`src/hw/rtl/sup_pkg.sv`:
```
`timescale 1ns / 1ps
// sup_pkg: shared types, character codes and the expansion text table
// for the septet unpacker; no dependencies

package sup_pkg;

    localparam int CH_W            = 7;
    localparam int TAIL_LEN        = 11;
    localparam int TEXT_LEN        = 110;
    localparam int TEXT_IDX_W      = 7;
    localparam int TEXT_CNT_W      = 5;
    localparam int QUEUE_DEPTH_DEF = 2;

    localparam logic [CH_W-1:0] CH_BANG = 7'h21;
    localparam logic [CH_W-1:0] CH_GT   = 7'h3E;
    localparam logic [CH_W-1:0] CH_BAR  = 7'h7C;
    localparam logic [CH_W-1:0] CH_DOL  = 7'h24;
    localparam logic [CH_W-1:0] CH_AT   = 7'h40;
    localparam logic [CH_W-1:0] CH_UA   = 7'h41;
    localparam logic [CH_W-1:0] CH_LA   = 7'h61;
    localparam logic [CH_W-1:0] CH_UB   = 7'h42;
    localparam logic [CH_W-1:0] CH_UC   = 7'h43;
    localparam logic [CH_W-1:0] CH_UF   = 7'h46;
    localparam logic [CH_W-1:0] CH_UI   = 7'h49;
    localparam logic [CH_W-1:0] CH_UP   = 7'h50;
    localparam logic [CH_W-1:0] CH_US   = 7'h53;
    localparam logic [CH_W-1:0] CH_UU   = 7'h55;

    // trigger phrase, oldest character first
    localparam logic [CH_W-1:0] TRIGGER [TAIL_LEN] = '{
        7'h6C, 7'h6F, 7'h61, 7'h64, 7'h65, 7'h64, 7'h20, 7'h6B, 7'h65, 7'h78, 7'h74
    };

    // packed expansion strings; short prefixes reuse the head of longer ones
    localparam logic [CH_W-1:0] TEXT_ROM [TEXT_LEN] = '{
        // driver prefix, offset 0
        7'h63, 7'h6F, 7'h6D, 7'h2E, 7'h61, 7'h70, 7'h70, 7'h6C, 7'h65, 7'h2E,
        7'h64, 7'h72, 7'h69, 7'h76, 7'h65, 7'h72, 7'h2E,
        // iokit prefix, offset 17
        7'h63, 7'h6F, 7'h6D, 7'h2E, 7'h61, 7'h70, 7'h70, 7'h6C, 7'h65, 7'h2E,
        7'h69, 7'h6F, 7'h6B, 7'h69, 7'h74, 7'h2E,
        // security prefix, offset 33
        7'h63, 7'h6F, 7'h6D, 7'h2E, 7'h61, 7'h70, 7'h70, 7'h6C, 7'h65, 7'h2E,
        7'h73, 7'h65, 7'h63, 7'h75, 7'h72, 7'h69, 7'h74, 7'h79, 7'h2E,
        // words from offset 52
        7'h41, 7'h63, 7'h74, 7'h69, 7'h6F, 7'h6E,
        7'h42, 7'h6C, 7'h75, 7'h65, 7'h74, 7'h6F, 7'h6F, 7'h74, 7'h68,
        7'h43, 7'h6F, 7'h6E, 7'h74, 7'h72, 7'h6F, 7'h6C, 7'h6C, 7'h65, 7'h72,
        7'h46, 7'h61, 7'h6D, 7'h69, 7'h6C, 7'h79,
        7'h49, 7'h6E, 7'h74, 7'h65, 7'h6C,
        7'h50, 7'h72, 7'h6F, 7'h66, 7'h69, 7'h6C, 7'h65,
        7'h53, 7'h74, 7'h6F, 7'h72, 7'h61, 7'h67, 7'h65,
        7'h41, 7'h70, 7'h70, 7'h6C, 7'h65, 7'h55, 7'h53, 7'h42
    };

    typedef struct packed {
        logic [CH_W-1:0] c0;
        logic [CH_W-1:0] c1;
        logic            two;
        logic            eod;
    } t_ent;

    typedef struct packed {
        logic vld;
        t_ent ent;
    } t_slot;

    typedef struct packed {
        logic                  hit;
        logic [TEXT_IDX_W-1:0] start;
        logic [TEXT_CNT_W-1:0] len;
    } t_text;

    function automatic t_text text_lookup(input logic [CH_W-1:0] c, input logic bang);
        t_text t;
        t = '{hit: 1'b0, start: '0, len: '0};
        unique case (c)
            CH_GT:   t = '{hit: 1'b1, start: 7'd0,  len: 5'd17};
            CH_BAR:  t = '{hit: 1'b1, start: 7'd17, len: 5'd16};
            CH_DOL:  t = '{hit: 1'b1, start: 7'd33, len: 5'd19};
            CH_AT:   t = '{hit: 1'b1, start: 7'd0,  len: 5'd10};
            default: begin
                if (bang) begin
                    unique case (c)
                        CH_UA:   t = '{hit: 1'b1, start: 7'd102, len: 5'd5};
                        CH_LA:   t = '{hit: 1'b1, start: 7'd52,  len: 5'd6};
                        CH_UB:   t = '{hit: 1'b1, start: 7'd58,  len: 5'd9};
                        CH_UC:   t = '{hit: 1'b1, start: 7'd67,  len: 5'd10};
                        CH_UF:   t = '{hit: 1'b1, start: 7'd77,  len: 5'd6};
                        CH_UI:   t = '{hit: 1'b1, start: 7'd83,  len: 5'd5};
                        CH_UP:   t = '{hit: 1'b1, start: 7'd88,  len: 5'd7};
                        CH_US:   t = '{hit: 1'b1, start: 7'd95,  len: 5'd7};
                        CH_UU:   t = '{hit: 1'b1, start: 7'd102, len: 5'd8};
                        default: t = '{hit: 1'b0, start: '0, len: '0};
                    endcase
                end
            end
        endcase
        return t;
    endfunction

endpackage

```
`src/hw/rtl/sup_if.sv`:
```
`timescale 1ns / 1ps
// sup_in_if / sup_out_if: valid-ready channels of the septet unpacker
// no dependencies

interface sup_in_if;
    logic       valid;
    logic       ready;
    logic [7:0] packed_byte;
    logic       end_of_data;

    modport source (output valid, output packed_byte, output end_of_data, input ready);
    modport sink   (input valid, input packed_byte, input end_of_data, output ready);
endinterface

interface sup_out_if;
    logic       valid;
    logic       ready;
    logic [6:0] out_char;
    logic       run_last;

    modport source (output valid, output out_char, output run_last, input ready);
    modport sink   (input valid, input out_char, input run_last, output ready);
endinterface

```
`src/hw/rtl/sup_front.sv`:
```
`timescale 1ns / 1ps
// sup_front: accepts packed bytes and splits them into one or two characters
// depends on sup_pkg and sup_in_if

module sup_front
    import sup_pkg::*;
(
    input  logic         i_clk,
    input  logic         i_rst_n,
    sup_in_if.sink       i_in,
    input  logic         i_full,
    output t_slot        o_push
);

    logic [2:0]      r_bit;
    logic [CH_W-1:0] r_carry;
    logic [2:0]      bit_e;
    logic [14:0]     lo_sh;
    logic [7:0]      hi_sh;
    logic            acc;
    logic            two;

    assign bit_e = (r_bit > 3'd6) ? 3'd0 : r_bit;
    assign lo_sh = {7'd0, i_in.packed_byte} << bit_e;
    assign hi_sh = i_in.packed_byte >> (3'd7 - bit_e);
    assign two   = (bit_e == 3'd6);
    assign acc   = i_in.valid && !i_full;

    assign i_in.ready     = !i_full;
    assign o_push.vld     = acc;
    assign o_push.ent.c0  = lo_sh[6:0] | r_carry;
    assign o_push.ent.c1  = hi_sh[6:0];
    assign o_push.ent.two = two;
    assign o_push.ent.eod = i_in.end_of_data;

    always_ff @(posedge i_clk) begin
        if (!i_rst_n) begin
            r_bit   <= '0;
            r_carry <= '0;
        end else if (acc) begin
            if (i_in.end_of_data || two) begin
                r_bit   <= '0;
                r_carry <= '0;
            end else begin
                r_bit   <= bit_e + 3'd1;
                r_carry <= hi_sh[6:0];
            end
        end
    end

endmodule

```
`src/hw/rtl/sup_queue.sv`:
```
`timescale 1ns / 1ps
// sup_queue: short fifo of unpacked beats between front and back
// depends on sup_pkg

module sup_queue
    import sup_pkg::*;
#(
    parameter int DEPTH = QUEUE_DEPTH_DEF
) (
    input  logic  i_clk,
    input  logic  i_rst_n,
    input  t_slot i_push,
    input  logic  i_pop,
    output t_slot o_head,
    output logic  o_full
);

    localparam int AW = $clog2(DEPTH);
    localparam int CW = $clog2(DEPTH + 1);

    t_ent          r_mem [DEPTH];
    logic [AW-1:0] r_wp;
    logic [AW-1:0] r_rp;
    logic [CW-1:0] r_cnt;
    logic          do_push;
    logic          do_pop;

    assign o_full     = (r_cnt == CW'(DEPTH));
    assign o_head.vld = (r_cnt != '0);
    assign o_head.ent = r_mem[r_rp];
    assign do_push    = i_push.vld && !o_full;
    assign do_pop     = i_pop && o_head.vld;

    always_ff @(posedge i_clk) begin
        if (do_push) begin
            r_mem[r_wp] <= i_push.ent;
        end
    end

    always_ff @(posedge i_clk) begin
        if (!i_rst_n) begin
            r_wp  <= '0;
            r_rp  <= '0;
            r_cnt <= '0;
        end else begin
            if (do_push) begin
                r_wp <= (r_wp == AW'(DEPTH - 1)) ? '0 : r_wp + 1'b1;
            end
            if (do_pop) begin
                r_rp <= (r_rp == AW'(DEPTH - 1)) ? '0 : r_rp + 1'b1;
            end
            if (do_push && !do_pop) begin
                r_cnt <= r_cnt + 1'b1;
            end else if (do_pop && !do_push) begin
                r_cnt <= r_cnt - 1'b1;
            end
        end
    end

endmodule

```
`src/hw/rtl/sup_back.sv`:
```
`timescale 1ns / 1ps
// sup_back: trigger watch, mark holding and text expansion, at most one character a cycle while o_out is not stalled
// depends on sup_pkg and sup_out_if

module sup_back
    import sup_pkg::*;
(
    input  logic     i_clk,
    input  logic     i_rst_n,
    input  t_slot    i_head,
    output logic     o_pop,
    sup_out_if.source o_out
);

    localparam logic [1:0] ST_CHAR = 2'd0;
    localparam logic [1:0] ST_TEXT = 2'd1;
    localparam logic [1:0] ST_LIT  = 2'd2;
    localparam logic [1:0] ST_END  = 2'd3;

    logic [1:0]            r_st,   n_st;
    logic                  r_ph,   n_ph;
    logic                  r_bang, n_bang;
    logic                  r_exp,  n_exp;
    logic [TEXT_IDX_W-1:0] r_idx,  n_idx;
    logic [TEXT_CNT_W-1:0] r_left, n_left;
    logic [CH_W-1:0]       r_tail [TAIL_LEN];
    logic                  r_stg_vld;
    logic [CH_W-1:0]       r_stg_chr;
    logic                  r_out_vld;
    logic [CH_W-1:0]       r_out_chr;
    logic                  r_out_last;

    logic [CH_W-1:0] cur;
    logic            tail_hit;
    t_text           lk;
    logic            go;
    logic            emit;
    logic [CH_W-1:0] emit_chr;
    logic            fin;
    logic            adv;
    logic            tail_shift;
    logic            out_load;

    assign cur = r_ph ? i_head.ent.c1 : i_head.ent.c0;
    assign lk  = text_lookup(cur, r_bang);
    assign go  = i_head.vld && (!r_stg_vld || !r_out_vld || o_out.ready);

    always_comb begin
        tail_hit = 1'b1;
        for (int k = 0; k < TAIL_LEN; k++) begin
            if (r_tail[k] != TRIGGER[k]) begin
                tail_hit = 1'b0;
            end
        end
    end

    always_comb begin
        n_st       = r_st;
        n_ph       = r_ph;
        n_bang     = r_bang;
        n_exp      = r_exp;
        n_idx      = r_idx;
        n_left     = r_left;
        emit       = 1'b0;
        emit_chr   = cur;
        fin        = 1'b0;
        adv        = 1'b0;
        tail_shift = 1'b0;
        if (go) begin
            unique case (r_st)
                ST_CHAR: begin
                    if (!r_exp && !tail_hit) begin
                        emit       = 1'b1;
                        tail_shift = 1'b1;
                        adv        = 1'b1;
                    end else begin
                        n_exp = 1'b1;
                        if (lk.hit) begin
                            n_bang = 1'b0;
                            n_idx  = lk.start;
                            n_left = lk.len;
                            n_st   = ST_TEXT;
                        end else if (r_bang) begin
                            emit     = 1'b1;
                            emit_chr = CH_BANG;
                            if (cur == CH_BANG) begin
                                adv = 1'b1;
                            end else begin
                                n_bang = 1'b0;
                                n_st   = ST_LIT;
                            end
                        end else if (cur == CH_BANG) begin
                            n_bang = 1'b1;
                            adv    = 1'b1;
                        end else begin
                            emit = 1'b1;
                            adv  = 1'b1;
                        end
                    end
                end
                ST_TEXT: begin
                    emit     = 1'b1;
                    emit_chr = TEXT_ROM[r_idx];
                    n_idx    = r_idx + 1'b1;
                    n_left   = r_left - 1'b1;
                    adv      = (r_left == TEXT_CNT_W'(1));
                end
                ST_LIT: begin
                    emit = 1'b1;
                    adv  = 1'b1;
                end
                ST_END: begin
                    if (i_head.ent.eod && r_bang) begin
                        emit     = 1'b1;
                        emit_chr = CH_BANG;
                        n_bang   = 1'b0;
                    end else begin
                        fin = 1'b1;
                    end
                end
                default: n_st = ST_CHAR;
            endcase
            if (adv) begin
                if (!r_ph && i_head.ent.two) begin
                    n_ph = 1'b1;
                    n_st = ST_CHAR;
                end else begin
                    n_st = ST_END;
                end
            end
            if (fin) begin
                n_st = ST_CHAR;
                n_ph = 1'b0;
                if (i_head.ent.eod) begin
                    n_exp  = 1'b0;
                    n_bang = 1'b0;
                end
            end
        end
    end

    assign out_load = (emit || fin) && r_stg_vld;
    assign o_pop    = fin;

    assign o_out.valid    = r_out_vld;
    assign o_out.out_char = r_out_chr;
    assign o_out.run_last = r_out_last;

    always_ff @(posedge i_clk) begin
        r_idx  <= n_idx;
        r_left <= n_left;
        if (emit) begin
            r_stg_chr <= emit_chr;
        end
        if (out_load) begin
            r_out_chr  <= r_stg_chr;
            r_out_last <= fin;
        end
    end

    always_ff @(posedge i_clk) begin
        if (!i_rst_n) begin
            r_st      <= ST_CHAR;
            r_ph      <= 1'b0;
            r_bang    <= 1'b0;
            r_exp     <= 1'b0;
            r_stg_vld <= 1'b0;
            r_out_vld <= 1'b0;
            for (int k = 0; k < TAIL_LEN; k++) begin
                r_tail[k] <= '0;
            end
        end else begin
            r_st   <= n_st;
            r_ph   <= n_ph;
            r_bang <= n_bang;
            r_exp  <= n_exp;
            if (emit) begin
                r_stg_vld <= 1'b1;
            end else if (fin) begin
                r_stg_vld <= 1'b0;
            end
            if (out_load) begin
                r_out_vld <= 1'b1;
            end else if (o_out.ready) begin
                r_out_vld <= 1'b0;
            end
            if (fin && i_head.ent.eod) begin
                for (int k = 0; k < TAIL_LEN; k++) begin
                    r_tail[k] <= '0;
                end
            end else if (tail_shift) begin
                for (int k = 0; k < TAIL_LEN - 1; k++) begin
                    r_tail[k] <= r_tail[k+1];
                end
                r_tail[TAIL_LEN-1] <= cur;
            end
        end
    end

endmodule

```
`src/hw/rtl/septet_unpack_with_name_expansion.sv`:
```
`timescale 1ns / 1ps
// septet_unpack_with_name_expansion: septet unpacker with name expansion, top level
// depends on sup_pkg, sup_if, sup_front, sup_queue and sup_back
//
// i_in carries packed bytes, seven-bit characters least significant bit first;
// end_of_data marks the last byte of a stream and flushes a held '!'.
// o_out carries one character a beat; run_last flags the last character
// caused by one input byte. A byte that only leaves a '!' held gives no beat.
// The front unpacks one byte a cycle into a queue of QUEUE_DEPTH entries while the queue is not full.
// For each character of a byte the back emits the character, holds a '!',
// emits a released '!' and then the character, or in turn each character of an
// expansion string (up to 19); it then emits any '!' still held at end of data
// and closes the byte. Every seventh byte of a stream carries two characters.
// The last character of a byte is held in a staging register until the byte
// closes, then goes to the output register.
// If o_out stalls, the output register holds its beat, the back stops and the
// queue fills; i_in.ready drops once the queue is full.
// Synchronous reset empties the queue, drops any held character and clears
// the trigger history and expansion mode.

module septet_unpack_with_name_expansion
    import sup_pkg::*;
#(
    parameter int QUEUE_DEPTH = QUEUE_DEPTH_DEF
) (
    input  logic      i_clk,
    input  logic      i_rst_n,
    sup_in_if.sink    i_in,
    sup_out_if.source o_out
);

    t_slot w_push;
    t_slot w_head;
    logic  w_full;
    logic  w_pop;

    sup_front u_front (
        .i_clk   (i_clk),
        .i_rst_n (i_rst_n),
        .i_in    (i_in),
        .i_full  (w_full),
        .o_push  (w_push)
    );

    sup_queue #(
        .DEPTH (QUEUE_DEPTH)
    ) u_queue (
        .i_clk   (i_clk),
        .i_rst_n (i_rst_n),
        .i_push  (w_push),
        .i_pop   (w_pop),
        .o_head  (w_head),
        .o_full  (w_full)
    );

    sup_back u_back (
        .i_clk   (i_clk),
        .i_rst_n (i_rst_n),
        .i_head  (w_head),
        .o_pop   (w_pop),
        .o_out   (o_out)
    );

endmodule

```
`src/flat_wrapper.sv`:
```
// flat-port wrapper written by rule: the top's interface ports become plain ports
module septet_unpack_with_name_expansion_flat import sup_pkg::*;
#(
    parameter int QUEUE_DEPTH = QUEUE_DEPTH_DEF
)
  (i_clk, i_rst_n, i_in_valid, i_in_packed_byte, i_in_end_of_data, i_in_ready, o_out_valid, o_out_out_char, o_out_run_last, o_out_ready);
  sup_in_if i_in_i ();
  sup_out_if o_out_i ();
  input  logic i_clk;
  input  logic i_rst_n;
  input wire logic [$bits(i_in_i.valid)-1:0] i_in_valid;
  input wire logic [$bits(i_in_i.packed_byte)-1:0] i_in_packed_byte;
  input wire logic [$bits(i_in_i.end_of_data)-1:0] i_in_end_of_data;
  output wire logic [$bits(i_in_i.ready)-1:0] i_in_ready;
  output wire logic [$bits(o_out_i.valid)-1:0] o_out_valid;
  output wire logic [$bits(o_out_i.out_char)-1:0] o_out_out_char;
  output wire logic [$bits(o_out_i.run_last)-1:0] o_out_run_last;
  input wire logic [$bits(o_out_i.ready)-1:0] o_out_ready;
  assign i_in_i.valid = i_in_valid;
  assign i_in_i.packed_byte = i_in_packed_byte;
  assign i_in_i.end_of_data = i_in_end_of_data;
  assign i_in_ready = i_in_i.ready;
  assign o_out_valid = o_out_i.valid;
  assign o_out_out_char = o_out_i.out_char;
  assign o_out_run_last = o_out_i.run_last;
  assign o_out_i.ready = o_out_ready;
  septet_unpack_with_name_expansion #(.QUEUE_DEPTH(QUEUE_DEPTH)) u_core (.i_clk(i_clk), .i_rst_n(i_rst_n), .i_in(i_in_i), .o_out(o_out_i));
endmodule
```
`config.mk`:
```
export PLATFORM = sky130hd
export DESIGN_NAME = septet_unpack_with_name_expansion_flat
export DESIGN_NICKNAME = d
export VERILOG_FILES = /design/src/hw/rtl/sup_pkg.sv /design/src/hw/rtl/sup_if.sv /design/src/hw/rtl/sup_front.sv /design/src/hw/rtl/sup_queue.sv /design/src/hw/rtl/sup_back.sv /design/src/hw/rtl/septet_unpack_with_name_expansion.sv /design/src/flat_wrapper.sv
export SDC_FILE = /design/constraint.sdc
export NUM_CORES = 1
export LEC_CHECK = 0
export BUFFER_PORTS_ARGS = -buffer_cell sky130_fd_sc_hd__buf_2
export CORE_MARGIN = 8
export CORE_UTILIZATION = 30
export DETAILED_ROUTE_END_ITERATION = 16
export PLACE_DENSITY = 0.42
export SLEW_MARGIN = 20
export SYNTH_ARGS = -nofsm -noshare
export SYNTH_HDL_FRONTEND = slang
export SYNTH_SLANG_ARGS = --single-unit
```
`constraint.sdc`:
```
create_clock -name i_clk -period 5.7 [get_ports i_clk]
set_clock_uncertainty 0.15 [all_clocks]
set_input_delay 0.57 -clock i_clk [delete_from_list [all_inputs] [get_ports i_clk]]
set_output_delay 0.57 -clock i_clk [all_outputs]
set_load 0.1 [all_outputs]
```
# Word level (Yosys, flattened, before mapping)
# Memories as Yosys holds them, arrays and structs flattened. A register that Yosys moved wholly into a read port is not among the register bits.
# Index checks and enable logic that the tools add are counted.
[op_classes]
shift = 2
n_addsub = 8
mux = 115
eq_ne = 35
n_bitwise = 24
div_mod_pow = 0
reduce_logical = 37
multipliers = 0
n_lt_le_gt_ge = 2
[ops]
columns = ["op", "count"]
rows = [
  ["$mux W7", 33],
  ["$pmux W13 S9", 1],
  ["$eq A7 B7 Y1 const B", 11],
  ["$ne A7 B7 Y1 const B", 10],
  ["$mux W1", 59],
  ["$pmux W13 S4", 1],
  ["$or A1 B1 Y1", 22],
  ["$eq A7 B6 Y1 const B", 3],
  ["$pmux W7 S3", 1],
  ["$mux W2", 10],
  ["$pmux W7 S2", 1],
  ["$reduce_bool A2 Y1", 7],
  ["$mux W13", 1],
  ["$logic_and A1 B1 Y1", 11],
  ["$mux W5", 2],
  ["$pmux W5 S2", 1],
  ["$ge A8 B8 Y1 const B", 1],
  ["$logic_not A1 Y1", 8],
  ["$not A7 Y8", 1],
  ["$shl A8 B3 Y7", 1],
  ["$shr A8 B3 Y7", 1],
  ["$add A7 B1 Y7 const B", 1],
  ["$ne A7 B6 Y1 const B", 1],
  ["$or A7 B7 Y7", 1],
  ["other kinds (25)", 34],
]
[totals]
memories = 3
input_bits = 13
elab_cells = 242
ramBits = 109
mem_bits_ro = 896
output_inout_bits = 10
reg_bits = 48
latchBits = 0
[memory_table]
columns = ["memory", "words", "width", "read_ports", "rd_ports_with_merged_regs", "wr", "line", "source"]
rows = [
  ["(name not given)", 128, 7, 1, 0, 0, "sup_back.sv:103", "emit_chr = TEXT_ROM[r_idx];"],
  ["u_core.u_back.r_tail", 11, 7, 11, 0, 11, "sup_back.sv:26", "logic [CH_W-1:0] r_tail [TAIL_LEN];"],
  ["u_core.u_queue.r_mem", 2, 16, 1, 1, 1, "sup_queue.sv:21", "t_ent r_mem [DEPTH];"],
]

# Longest topological paths before layout
# Gate-level depths: netlist of the first run.
[depth]
depth_word = 22
depth_mapped = 11
mapped_depth_nobuf = 10

# Modules after synthesis
# From an unflattened synthesis of the first run, not the netlist that was laid out.
[hier_totals]
cells_unflattened = 853
hier_area_um2 = 9029.9
[modules_own_cells]
columns = ["module", "area_per_inst_um2", "cells_each", "instances", "seq_area_each_um2"]
rows = [
  ["sup_back", 6697.7, 649, 1, 3263.1],
  ["sup_queue", 1390.1, 75, 1, 1061.0],
  ["sup_front", 942.2, 129, 1, 200.2],
]

# Worst setup path after synthesis of the first run
# Ideal clock, no wire load.
[synth_timing]
path_kind = "reg2reg"
from = "register with a tool-made name"
to = "register u_core.u_back.r_idx[0] (enable)"
setup_ns = 0.385
arrival_time_ns = 3.089
stages_incl_launch_ff = 9
path_slack_ns = 2.076
path_cell_list = "dfxtp_1 -> buf_6 -> mux4_2 -> clkbuf_1 -> or3b_2 -> nor3_1 -> a32oi_1 -> a21o_1 -> a21oi_1"
[synth_rtl]
columns = ["element", "line", "source"]
rows = [
  ["to (signal assigned)", "sup_back.sv:150", "r_idx <= n_idx;"],
  ["to (decl)", "sup_back.sv:24", "logic [TEXT_IDX_W-1:0] r_idx, n_idx;"],
]

==> results of run 1 <==
## worst max path at each step
stage               from                                   endpoint  slack (ns)
floorplan           flop           u_core.u_back.r_idx[0]$_DFFE_PP_        2.08
global placement    flop  u_core.u_back.o_out.out_char[3]$_DFFE_PP_        1.38
detailed placement  flop  u_core.u_back.o_out.out_char[3]$_DFFE_PP_        1.23
CTS                 flop  u_core.u_back.o_out.out_char[3]$_DFFE_PP_        1.21
global route        flop  u_core.u_back.o_out.out_char[3]$_DFFE_PP_        1.25
finish              flop  u_core.u_back.o_out.out_char[3]$_DFFE_PP_        1.51
## cells in the mapped netlist, types with 4 or more instances
cell type / number
a22oi_1: 13
nand2_1: 61
inv_1: 33
a31oi_1: 10
nor4_1: 5
nand2b_1: 11
o21bai_1: 5
mux4_2: 7
ha_1: 20
nor2_1: 60
and2_1: 71
xnor2_1: 7
nand3_1: 16
nor3_1: 35
a211oi_1: 9
clkbuf_1: 43
a21o_1: 4
nor4bb_1: 4
o22ai_1: 6
dfxtp_1: 22
o211ai_1: 9
or2_2: 4
nand4_1: 8
a21oi_1: 54
o31ai_1: 12
nor2b_1: 7
mux2i_1: 18
edfxtp_1: 136
nand4b_1: 4
or3_1: 5
xor2_1: 5
o21ai_0: 40
## power by group
part           internal (uW)  switching (uW)
logic                    287             648
registers               1540             112
clock network            589             541
## cell usage in the layout, fill, tap and decap left out, types with 22 or more instances in the layout
cell	count
o21ai_0	40
nor3_1	35
nor2_1	59
a21oi_1	54
nand2_1	61
buf_2	22
dfxtp_1	22
and2_1	71
edfxtp_1	136
inv_1	33
## flip-flops by register name (all words and copies together), names as in the netlist, named ones only
signal	flops
u_core.u_back.r_left	5
u_core.u_queue.r_rp	1
u_core.u_queue.r_cnt	2
u_core.u_front.r_carry	7
u_core.u_back.r_exp	1
u_core.u_back.o_out.out_char	7
u_core.u_queue.r_mem	32
u_core.u_back.r_idx	7
u_core.u_back.r_bang	1
u_core.u_back.r_ph	1
u_core.u_front.r_bit	3
u_core.u_back.r_stg_chr	7
u_core.u_back.r_tail	77
u_core.u_back.o_out.run_last	1
u_core.u_back.r_st	2
u_core.u_back.r_stg_vld	1
u_core.u_back.o_out.valid	1
u_core.u_queue.r_wp	1
## through the flow
step / hold slack, ns / instances / util [%] / cell area [um^2] / setup WS [ns]
3_3_place_gp: 0.2630 / 1173 / 32.25 / 9010 / 1.384
5_1_grt: 0.2388 / 1205 / 34.39 / 9607 / 1.247
3_5_place_dp: 0.2557 / 1173 / 32.25 / 9010 / 1.235
6_report: 0.2473 / 1205 / 34.39 / 9607 / 1.514
2_1_floorplan: 0.2503 / 814 / - / 8538 / 2.076
4_1_cts: 0.2397 / 1205 / 34.38 / 9603 / 1.213
## kinds of logic after synthesis
logic type      count (synthesis)  synth area share (%)
simple gates                  305                 18.68
compound gates                205                 15.72
xor+xnor                       12                 1.231
mux                            28                 4.528
buf+inv                        86                 3.913
fa+ha+maj                      20                 2.931
flops                         158                 52.99
## final cells by class
type	count	area share (%)
Clock inverter	15	1.745
Timing Repair Buffer	31	1.980
Inverter	36	1.407
Tap cell	378	4.923
Clock buffer	17	4.428
Multi-Input combinational cell	570	38.42
Sequential cell	158	47.10
## metal layers
| metal | vias to the layer above | share of wire (%) |
|---|---|---|
| met5 | - | 0 |
| met4 | 0 | 2.4 |
| met3 | 30 | 3.3 |
| met2 | 145 | 47 |
| met1 | 3043 | 47 |
| li1 | 3033 | - |
==> flow_metrics.tcl, run 1 <==
set metrics [dict create \
    antenna_found_initial 0 \
    post-cts-setup-buffers 0 \
    clock.fmax_mhz 238.9 \
    maxCapViolCount 0 \
    start_util_pct 30.57 \
    relSlewSlack_pct 28.55 \
    yosysTopAreaCellShare_pct 47.83 \
    drv_slew 0 \
    clock_path_buffers 2 \
    remaining_drc_errors 0 \
    ys_warn_count 0 \
    fin_crit_sh_pct 73.44 \
    finalPower_uw 3715 \
    root_buffer "clkbuf_16" \
    fill_cells 2822 \
    overflow 0 \
    worstSetupStartpointType "flop" \
    crit_family "compound AO/OA/AOI/OAI gates" \
    grt_usage_pct 12.97 \
    min_period_ns 4.186 \
    wire_per_inst_um 18.15 \
    syn2layout_area_growth_pct 12.51 \
    synth_area_leader_cell "edfxtp_1" \
    dr.first_iter.drc_count 622 \
    hold_depth 1 \
    drive_gt1_share_pct 10.04 \
    ir_drop_v 0.0001969 \
    hp-class "input pin to flop" \
    ys_top_cells_by_area "edfxtp_1 (48%), and2_1 (5.2%), dfxtp_1 (5.2%)" \
    grt_pass1_wl_mm 34.58 \
    clk_latency_ns 0.43 \
    gp_congestion 0.8765 \
    grt_pass1_vias 6210 \
    end_kind "flop" \
    seq_area_frac_synth_pct 52.99 \
    vias 6251 \
    cp_slowest_stage_delay_ns 0.89 \
    routed_wl_mm 21.87 \
    cts.sinks 158 \
    use_met1_pct 17.20 \
    antenna_left 0 \
    pwr_density_cell_nw_per_um2 386.8 \
    hold_buffers 0 \
    r2r_end "u_core.u_back.o_out.out_char[3]$_DFFE_PP_" \
    die-height_um 184.7 \
    rrSetupSlack_ns 1.51 \
    portBuffers 22 \
    dieWidth_um 184.7 \
    syn_area_per_cell_um2 10.49 \
    path_depth 8 \
    required_ns 5.65 \
    crit_slowest_cell "mux4_1" \
    rr_worst_depth 8 \
    coreArea_um2 27930 \
    synth_ff_type "edfxtp_1" \
    path_max_fanout 14 \
    worstHoldStart "i_in_end_of_data" \
    syn_nets 847 \
    clk_pin_slew_ns 0.07 \
    cts_max_level 4 \
    multi_input_area_um2 3691 \
    worst-path-buf-inv 0 \
    vias_per_cell 5.188 \
    leakage_uw 0.003406 \
    finalSetupViolations 0 \
    hpwlAfterDp_mm 15.52 \
    synthDistinctLibCells 71 \
    path_class "flop to flop" \
    synthArstFlopShare_pct 0 \
    finalSetupTns_ns 0 \
    tightest_slew_ns 1.064 \
    hold_end "u_core.u_queue.r_mem[1][0]$_DFFE_PP_" \
    use_met2_pct 20.84 \
    rows 61 \
    pin_count 23 \
    synth_area_um2 8538 \
    cts_tree "built" \
    cts_resized 0 \
    diodes 0 \
    worstPathArrival_ns 4.14 \
    grt_max_degree 73 \
    use_met3_pct 2.107 \
    fin_nets 847 \
    die_area_um2 34110 \
    cts_buffers 17 \
    finalHoldViolCount 0 \
    drt_pass1_iterations 7 \
    synth-edff-count 136 \
    status "finished, final reports clean" \
    synthCells 814 \
    busiest_layer "met2" \
    path_cells "mux4_1 -> nand2b_1 -> o211a_1 -> nor3_1 -> a32o_1 -> nor2_1 -> o21ai_1 -> a21boi_1" \
    rsz0062_at_grt "no" \
    ff_latch_area_um2 4524 \
    synth.ff_latch_count 158 \
]
Power figures use the tool's default switching activity.
==> inputs of run 2 (changes only) <==
Clock period 5.7 ns to 4.2 ns, I/O delays scaled along.
==> run 2 against run 1 <==
Net effect: count of clock-buffer cells in the layout stayed put; sequential share of layout area fell by 0.67 points; non-clock buffer count increased by 18; setup slack got worse by 1.1 ns; first-iteration DRC count up 5.8%; wire length about the same; die area is the same; cell area up 1.4%; critical endpoint is now u_core.u_back.r_st[0]$_SDFFE_PN0P_; largest cell class unchanged; highest routed layer unchanged.
==> flow_metrics.tcl, run 2 (synthesis gave the netlist of run 1 again) <==
set metrics [dict create \
    worst-path-buf-inv 2 \
    r2r_end "u_core.u_back.r_st[0]$_SDFFE_PN0P_" \
    route.met2.wl_mm 10.38 \
    min_period_ns 3.751 \
    largest_reg_flops 77 \
    clock.fmax_mhz 266.6 \
    hold_buffers 0 \
    remaining_drc_errors 0 \
    regMostFlops "u_core.u_back.r_tail" \
    fin_util_pct 34.89 \
    clk_latency_ns 0.42 \
    pin_count 23 \
    fin_nets 865 \
    hold_end "u_core.u_queue.r_mem[0][0]$_DFFE_PP_" \
    rows 61 \
    grt_pass1_wl_mm 34.93 \
    finalPower_uw 5081 \
    drv_slew 0 \
    fin_crit_sh_pct 89.31 \
    routed_wl_mm 21.86 \
    vias_per_cell 5.209 \
    coreArea_um2 27930 \
    path_cells "buf_4 -> mux4_2 -> or3_1 -> a211oi_2 -> a31oi_2 -> buf_4 -> or4_4 -> and3_1 -> o2111ai_1 -> a21oi_1" \
    maxUsedRoutingLayer "met4" \
    final_cells 1223 \
    start_util_pct 30.57 \
    crit_family "simple AND/OR/NAND/NOR gates" \
    cts_max_level 4 \
    wl_met3_um 859 \
    die-height_um 184.7 \
    tightest_slew_ns 1.022 \
    status "finished, final reports clean" \
    syn2layout_area_growth_pct 14.14 \
    most-common-layout-cells "edfxtp_1 (136), and2_1 (71), nand2_1 (61)" \
    wire_per_inst_um 17.87 \
    clk_pin_slew_ns 0.08 \
    finalHoldViolCount 0 \
    met1_length_mm 9.951 \
    portBuffers 22 \
    drt_pass1_iterations 5 \
    relSlewSlack_pct 31.36 \
    finalSetupTns_ns 0 \
    cts_buffers 17 \
    end_kind "flop" \
    clock_path_buffers 2 \
    antenna_found_initial 0 \
    worstPathArrival_ns 3.89 \
    grt_max_degree 71 \
    root_buffer "clkbuf_16" \
    dieWidth_um 184.7 \
    maxCapViolCount 0 \
    finalSetupViolations 0 \
    die_area_um2 34110 \
    cts_resized 0 \
    leakage_uw 0.003490 \
    rr_worst_depth 10 \
    grt_usage_pct 12.92 \
    gp_congestion 0.9119 \
    crit_slowest_cell "mux4_2" \
    rsz0062_at_grt "no" \
    timing.hold.ws_ns 0.08211 \
    cts_tree "built" \
    hpwlAfterDp_mm 15.71 \
    ir_drop_v 0.0002347 \
    path_class "flop to flop" \
    reg_top3 "u_core.u_back.r_tail (77), u_core.u_queue.r_mem (32)" \
    dpl.cell_count 1191 \
    hold_depth 1 \
    cp_slowest_stage_delay_ns 0.65 \
    worstSetupStartpointType "flop" \
    post-cts-setup-buffers 0 \
    crit_path_frequent_cell "buf_4" \
    antenna_left 0 \
    grt_pass1_vias 6421 \
    dr.first_iter.drc_count 658 \
    diodes 0 \
    final_common_cell "edfxtp_1" \
    drive_gt1_share_pct 11.95 \
    required_ns 4.34 \
    cts.sinks 158 \
    path_max_fanout 12 \
    worstHoldStart "i_in_end_of_data" \
    overflow 0 \
    hp-class "input pin to flop" \
    rrSetupSlack_ns 0.45 \
    pwr_density_cell_nw_per_um2 521.4 \
    vias 6371 \
]
-- run 2: power by group --
| part | leakage [uW] | internal [uW] | switching, uW | total [uW] |
|---|---|---|---|---|
| logic | 0.00166 | 430 | 894 | 1320 |
| registers | 0.00154 | 2090 | 143 | 2230 |
| clock network | 0.000288 | 800 | 725 | 1530 |
-- run 2: layout make-up --
type	count	area [um^2]
Clock inverter	15	171.4
Timing Repair Buffer	49	325.3
Sequential cell	158	4524
Fill cell	2818	18190
Inverter	36	135.1
Tap cell	378	473.0
Clock buffer	17	425.4
Multi-Input combinational cell	570	3691
-- run 2: through the flow --
| stage | worst slack [ns] | area [um^2] |
|---|---|---|
| after detailed placement | 0.2792 | 9145 |
| after floorplan | 0.5757 | 8538 |
| final | 0.4490 | 9746 |
| after global routing | 0.2182 | 9746 |
| after CTS | 0.2646 | 9742 |
| after global placement | 0.3770 | 9145 |
-- run 2: per-layer routing --
layer | vias up | GRT usage (%)
met5 | - | 0
met4 | 0 | 5.698
met3 | 39 | 2.185
met2 | 186 | 21.18
met1 | 3079 | 16.58
li1 | 3067 | -
-- run 2: worst max path at each step --
stage                                                 to  slack, ns  depth (start not counted)
2_1_floorplan           u_core.u_back.r_idx[0]$_DFFE_PP_       0.58                          8
3_3_place_gp   u_core.u_back.o_out.out_char[1]$_DFFE_PP_       0.38                          8
3_5_place_dp   u_core.u_back.o_out.out_char[6]$_DFFE_PP_       0.28                          8
4_1_cts        u_core.u_back.o_out.out_char[6]$_DFFE_PP_       0.26                          8
5_1_grt             u_core.u_back.r_stg_chr[2]$_DFFE_PP_       0.22                          8
6_report              u_core.u_back.r_st[0]$_SDFFE_PN0P_       0.45                         10
-- run 2: worst register-to-register path, delay by kind of cell (launching register included) --
kind / cells / cell delay [ns]
compound gates: 4 / 0.76
buf+inv: 2 / 0.42
flops: 1 / 0.43
mux: 1 / 0.65
simple gates: 3 / 1.22
